File: config.mk
export PLATFORM = sky130hd
export DESIGN_NAME = lsq_ctrl
export DESIGN_NICKNAME = d
export VERILOG_FILES = /design/src/rtl/core/lsq_pkg.sv /design/src/rtl/core/lsq_ctrl.sv
export SDC_FILE = /design/constraint.sdc
export NUM_CORES = 1
export LEC_CHECK = 0
export BUFFER_PORTS_ARGS = -buffer_cell sky130_fd_sc_hd__buf_2
export CAP_MARGIN = 20
export CORE_AREA = 2 2 39 41
export CTS_BUF_LIST = sky130_fd_sc_hd__clkbuf_16
export CTS_CLUSTER_DIAMETER = 120
export DETAILED_ROUTE_END_ITERATION = 7
export DIE_AREA = 0 0 41 43
export PLACE_DENSITY_LB_ADDON = 0.25
export SLEW_MARGIN = 20
export SYNTH_ARGS = -nofsm -noshare
export SYNTH_HDL_FRONTEND = slang
export SYNTH_SLANG_ARGS = --single-unit
File: constraint.sdc
create_clock -name clk -period 1.54 [get_ports clk]
set_input_delay 0.308 -clock clk [delete_from_list [all_inputs] [get_ports clk]]
set_output_delay 0.308 -clock clk [all_outputs]
set_load 0.01 [all_outputs]
File: src/rtl/core/lsq_pkg.sv
// Shared types and constants for the largest-square finder.
// No dependencies; used by every module in rtl/core.
package lsq_pkg;
  localparam int MAX_DIM_DEF = 128;

  localparam logic [1:0] CFG_ROWS  = 2'd0;
  localparam logic [1:0] CFG_COLS  = 2'd1;
  localparam logic [1:0] CFG_LIMIT = 2'd2;

  typedef enum logic [3:0] {
    ST_IDLE,
    ST_CLEAR,
    ST_BUILD,
    ST_SRCH_INIT,
    ST_SCAN,
    ST_SRCH_STEP,
    ST_FINAL_INIT,
    ST_FINAL_SCAN,
    ST_EMIT
  } state_t;

  // controller -> datapath
  typedef struct packed {
    logic clr_start;   // begin clear sweep of hole map
    logic bld_start;   // begin prefix build
    logic srch_init;   // load lo/hi
    logic scan_start;  // start scan at mid (or side when final)
    logic final_sel;   // scan at best side instead of mid
    logic srch_step;   // apply scan result to lo/hi
    logic emit;        // drive the result word
  } cmd_t;

  // datapath -> controller
  typedef struct packed {
    logic clr_done;
    logic bld_done;
    logic scan_done;
    logic srch_over;   // lo > hi, or hi is zero
    logic side_zero;
  } stat_t;
endpackage

File: src/rtl/core/lsq_ctrl.sv
// Sequencer for the largest-square finder.
// Depends on lsq_pkg.
module lsq_ctrl (
  input  logic           clk,
  input  logic           rst_n,
  input  logic           solve_req,
  input  lsq_pkg::stat_t stat,
  output lsq_pkg::cmd_t  cmd,
  output logic           busy
);
  lsq_pkg::state_t state_r, state_nxt;

  always_ff @(posedge clk) begin
    if (!rst_n) state_r <= lsq_pkg::ST_IDLE;
    else        state_r <= state_nxt;
  end

  always_comb begin
    state_nxt = state_r;
    cmd = '0;
    busy = 1'b1;
    case (state_r)
      lsq_pkg::ST_IDLE: begin
        busy = 1'b0;
        if (solve_req) begin
          cmd.bld_start = 1'b1;
          state_nxt = lsq_pkg::ST_BUILD;
        end
      end
      lsq_pkg::ST_BUILD: begin
        if (stat.bld_done) state_nxt = lsq_pkg::ST_SRCH_INIT;
      end
      lsq_pkg::ST_SRCH_INIT: begin
        cmd.srch_init = 1'b1;
        state_nxt = lsq_pkg::ST_SRCH_STEP;
      end
      lsq_pkg::ST_SRCH_STEP: begin
        if (stat.srch_over) begin
          state_nxt = lsq_pkg::ST_FINAL_INIT;
        end else begin
          cmd.scan_start = 1'b1;
          state_nxt = lsq_pkg::ST_SCAN;
        end
      end
      lsq_pkg::ST_SCAN: begin
        if (stat.scan_done) begin
          cmd.srch_step = 1'b1;
          state_nxt = lsq_pkg::ST_SRCH_STEP;
        end
      end
      lsq_pkg::ST_FINAL_INIT: begin
        if (stat.side_zero) begin
          state_nxt = lsq_pkg::ST_EMIT;
        end else begin
          cmd.scan_start = 1'b1;
          cmd.final_sel = 1'b1;
          state_nxt = lsq_pkg::ST_FINAL_SCAN;
        end
      end
      lsq_pkg::ST_FINAL_SCAN: begin
        cmd.final_sel = 1'b1;
        if (stat.scan_done) state_nxt = lsq_pkg::ST_EMIT;
      end
      lsq_pkg::ST_EMIT: begin
        cmd.emit = 1'b1;
        cmd.clr_start = 1'b1;
        state_nxt = lsq_pkg::ST_CLEAR;
      end
      lsq_pkg::ST_CLEAR: begin
        if (stat.clr_done) state_nxt = lsq_pkg::ST_IDLE;
      end
      default: state_nxt = lsq_pkg::ST_IDLE;
    endcase
  end
endmodule

# --- Word-level counts from Yosys, hierarchy flattened ---
# Cells that the tools add are included.
word_totals:
  reg_bits: 4
  input_bits: 8
  wordCells: 35
  out_inout_bits: 8
op_classes:
  eq_ne: 13
  n_reduce_logical: 2
  mux: 19
ops:
  columns: ["operator", "count"]
  rows:
  - ["$pmux W4 S9", 1]
  - ["$mux W4", 6]
  - ["$eq A4 B3 Y1 const B", 4]
  - ["$ne A2 B2 Y1 const B", 5]
  - ["$eq A4 B2 Y1 const B", 2]
  - ["$mux W1", 8]
  - ["$reduce_and A5 Y1", 1]
  - ["$eq A4 B1 Y1 const B", 1]
  - ["$eq A4 B4 Y1 const B", 1]
  - ["$logic_not A4 Y1", 1]
  - ["$mux W2", 2]
  - ["$pmux W1 S2", 2]

# --- Longest topological paths before layout ---
logic_depth:
  depth_word: 3
  ltp_mapped: 5
  mapped_depth_nobuf: 4

# --- Worst setup path before layout ---
# Ideal clock, no wire load.
synth_path:
  path_kind: "register to output"
  start: "register state_r[1]"
  end: "output port cmd[6] (netlist bit)"
  slack_ns: -0.040
  path_buffers: 2
  path_stages_with_launch: 4
  arrival_ns: 1.272
  required_ns: 1.232
  cell_sequence: "dfxtp_1 -> buf_6 -> nor4b_1 -> buf_4"
synth_lines:
  columns: ["item", "line", "text"]
  rows:
  - ["start, declared", "lsq_ctrl.sv:11", "lsq_pkg::state_t state_r, state_nxt;"]
  - ["start signal, assigned", "lsq_ctrl.sv:14", "if (!rst_n) state_r <= lsq_pkg::ST_IDLE;"]
  - ["start signal, assigned", "lsq_ctrl.sv:15", "else state_r <= state_nxt;"]
  - ["end, declared", "lsq_ctrl.sv:8", "output lsq_pkg::cmd_t cmd,"]

==> results.md <==
- Status: complete, but fails checks
- Failing checks: setup timing
- Largest family of logic cells by synthesized area: simple AND/OR/NAND/NOR gates
- Cts hold-fix bufs: 0
- Post-synthesis adder-cell area fraction: 0%
- Global Route met1 Usage: 20.00%
- Starting Density: 31.19%
- Largest net degree at the start of global routing: 11
- Die height: 43 um
- Fin cells: 93
- Worst setup margin: -0.02634 ns
- First-pass GRT wire length: 1752 um
- Root buffer selected by CTS: clkbuf_16
- Die area: 1763 um^2
- Core Area: 1384 um^2
- Grt ovf: 0
- Finish-stage setup viols: 2
- Die X-Extent: 41 um
- Seq/Total Area, Yosys: 18.55%
- Routed via count: 478
- Syn Area/Cell: 7.848 um^2
- Post-DRT Antenna Nets: 0
- Most common library cells after synthesis: 6 x nor2_1, 5 x nand2_1, 5 x nor3_1
- Tmin final: 1.566 ns
- Post-Synth XOR/XNOR Area: 5.797%
- Setup crit end kind: output port
- I/O pin cnt: 16
- Max H-tree Level: 1
- Cells after DPL: 87
- Synth async-reset ratio: 0%
- Worst min-delay path category: in2reg
- RSZ-0062 raised after global routing: true
- GR Layer Usage met3: 6.806%
- Most used DFF post-synth: dfxtp_1
- Mapped Area: 431.7 um^2
- Initial DRC Count: 7
- Post-synth net total: 63
- Max-slew violations: 0
- CTS tree: yes
- Hpwl dp: 783.4 um
- CTS Buf Count: 3
- Post-synthesis cell type count: 29
- Max clock buf depth: 2
- Critical path required time: 1.23 ns
- MaxCap Viol Count: 0
- Vias per cell: 5.140
- CP arrival: 1.26 ns
- Fraction of layout cells with a size suffix above 1: 48.05%
- Mux contribution to synthesized area: 4.638%
- Placement Cell Area: 525.5 um^2
- Worst rel slew slack: 78.95%
- Period utilisation layout: 101.7%
- Synth top area cells: dfxtp_1 19%, buf_6 10%, nor3_1 5.8%
- WL per Instance: 12.23 um
- Post-Synth Simple-Gate Area: 37.68%
- CP top delay family: simple AND/OR/NAND/NOR gates
- Initial antenna violation count: 0
- Crit-path max cell delay: 0.39 ns
- Number of global-route vias before repair: 387
- Met2 Use GR: 20.31%
- CTS Sinks: 4
- Area Overhead vs Synth: 48.12%
- GRT busiest layer: met2
- GP Congestion: 0.8084
- Area share of the largest cell type after synthesis: 18.55%
- Pre-Repair DR Iteration Count: 4
- Largest register FFs: 4
- Worst-case vdd ir drop: 0.0007441 V
- # fillers: 148
- Clock Pin Slew Worst Setup and Hold Paths: 0.03 ns
- DRC Markers: 0
- Largest registers: state_r (4)
- Cells after Synth: 55
- CP startpoint kind: register
- Lkg Pwr: 0.0003048 uW
- Yosys warns: 0
- Post-synthesis compound-gate area fraction: 20.29%
- PortBufs: 15
- Crit path cell chain: or3b_4, nor3b_2, buf_2
- WP buf/inv: 1
- EDFF count, synth: 0
- Final Skew: 0.004050 ns
- Biggest register: state_r
- Gr usage total: 14.37%
- Count of final hold-check violations: 0
- Rows: 14
- Antenna Cells: 0
- Synth Register Bits: 4
- Worst Tran Pin Value: 0.3149 ns
- Top-count cell post-synth: nor2_1
- Final Net Count: 87
- Kind of critical path: reg2out
- PwrDens: 1742 nW/um^2
- Final instance area: 639.4 um^2
- Clk Latency, worst-skew pair: 0.22 ns
- Worst-path fanout max: 3
- Max frequency: 638.4 MHz
- Leading area contributor after synthesis: dfxtp_1
- WL final: 1137 um
- Slowest cell on crit path: or3b_4
==> final timing paths <==
path / start / slack, ns / to / cells after the start
worst max-delay path: state_r[2] / -0.03 / cmd[1] / 3
worst max register to register: state_r[2] / 0.17 / state_r[1] / 5
worst min register to register: state_r[0] / 0.64 / state_r[0] / 2
worst min-delay path: rst_n / 0.37 / state_r[2] / 2
==> placed cells by master (no fill, tap or decap), types with 2 or more instances in the layout <==
master,instances
buf_2,16
nor2_1,6
buf_4,6
nand2_1,5
nor3_1,5
a21oi_1,4
clkbuf_16,3
dfxtp_2,3
nor4b_2,2
a21o_1,2
mux2i_1,2
o21ai_0,2
buf_6,2
==> per-layer routing <==
metal / vias to the layer above / wire [um]
li1: 245 / -
met1: 223 / 538
met2: 10 / 532
met3: 0 / 67
met4: 0 / 0
met5: - / 0
==> area by class of cell <==
cell class	count	area (um^2)	share of cell area [%]
Tap cell	16	20.02	3.131
Timing Repair Buffer	24	147.6	23.09
Multi-Input combinational cell	45	309.0	48.34
Inverter	1	3.754	0.5871
Sequential cell	4	83.83	13.11
Clock buffer	3	75.07	11.74
==> kinds of logic (layout without fill, tap and decap cells) <==
logic type             after synthesis  after routing
AND/OR/NAND/NOR                     28             28
AO/OA/AOI/OAI                       13             13
buffers and inverters                6             28
flip-flops                           4              4
XOR/XNOR                             2              2
multiplexers                         2              2
==> metrics by stage <==
stage	utilization, %	total power [uW]	hold WS (ns)	setup TNS, ns	setup slack [ns]
floorplan	-	541.6	0.4414	0	0.1450
global placement	37.97	647.1	0.6057	0	0.09602
detailed placement	37.97	643.9	0.6019	0	0.1067
CTS	44.67	1068	0.3710	-0.02922	-0.01966
global route	46.20	1196	0.3918	-0.1710	-0.08836
finish	46.20	1113	0.3741	-0.02881	-0.02634
==> where the power goes <==
group / leakage (uW) / switching [uW] / total (uW) / internal [uW]
sequential: 0.0000338 / 37.2 / 176 / 139
clock: 0.0000370 / 71.7 / 403 / 332
combinational: 0.000234 / 273 / 534 / 261
total: 0.000305 / 382 / 1110 / 731
==> repair_timing <==
action	CTS	global route
gates resized for setup	4	3
cloned	0	1
hold endpoints to repair	0	0
buffers inserted	1	1
pin swaps	1	1
setup endpoints to repair	2	4
No activity file was read; power rests on OpenSTA's default activity.
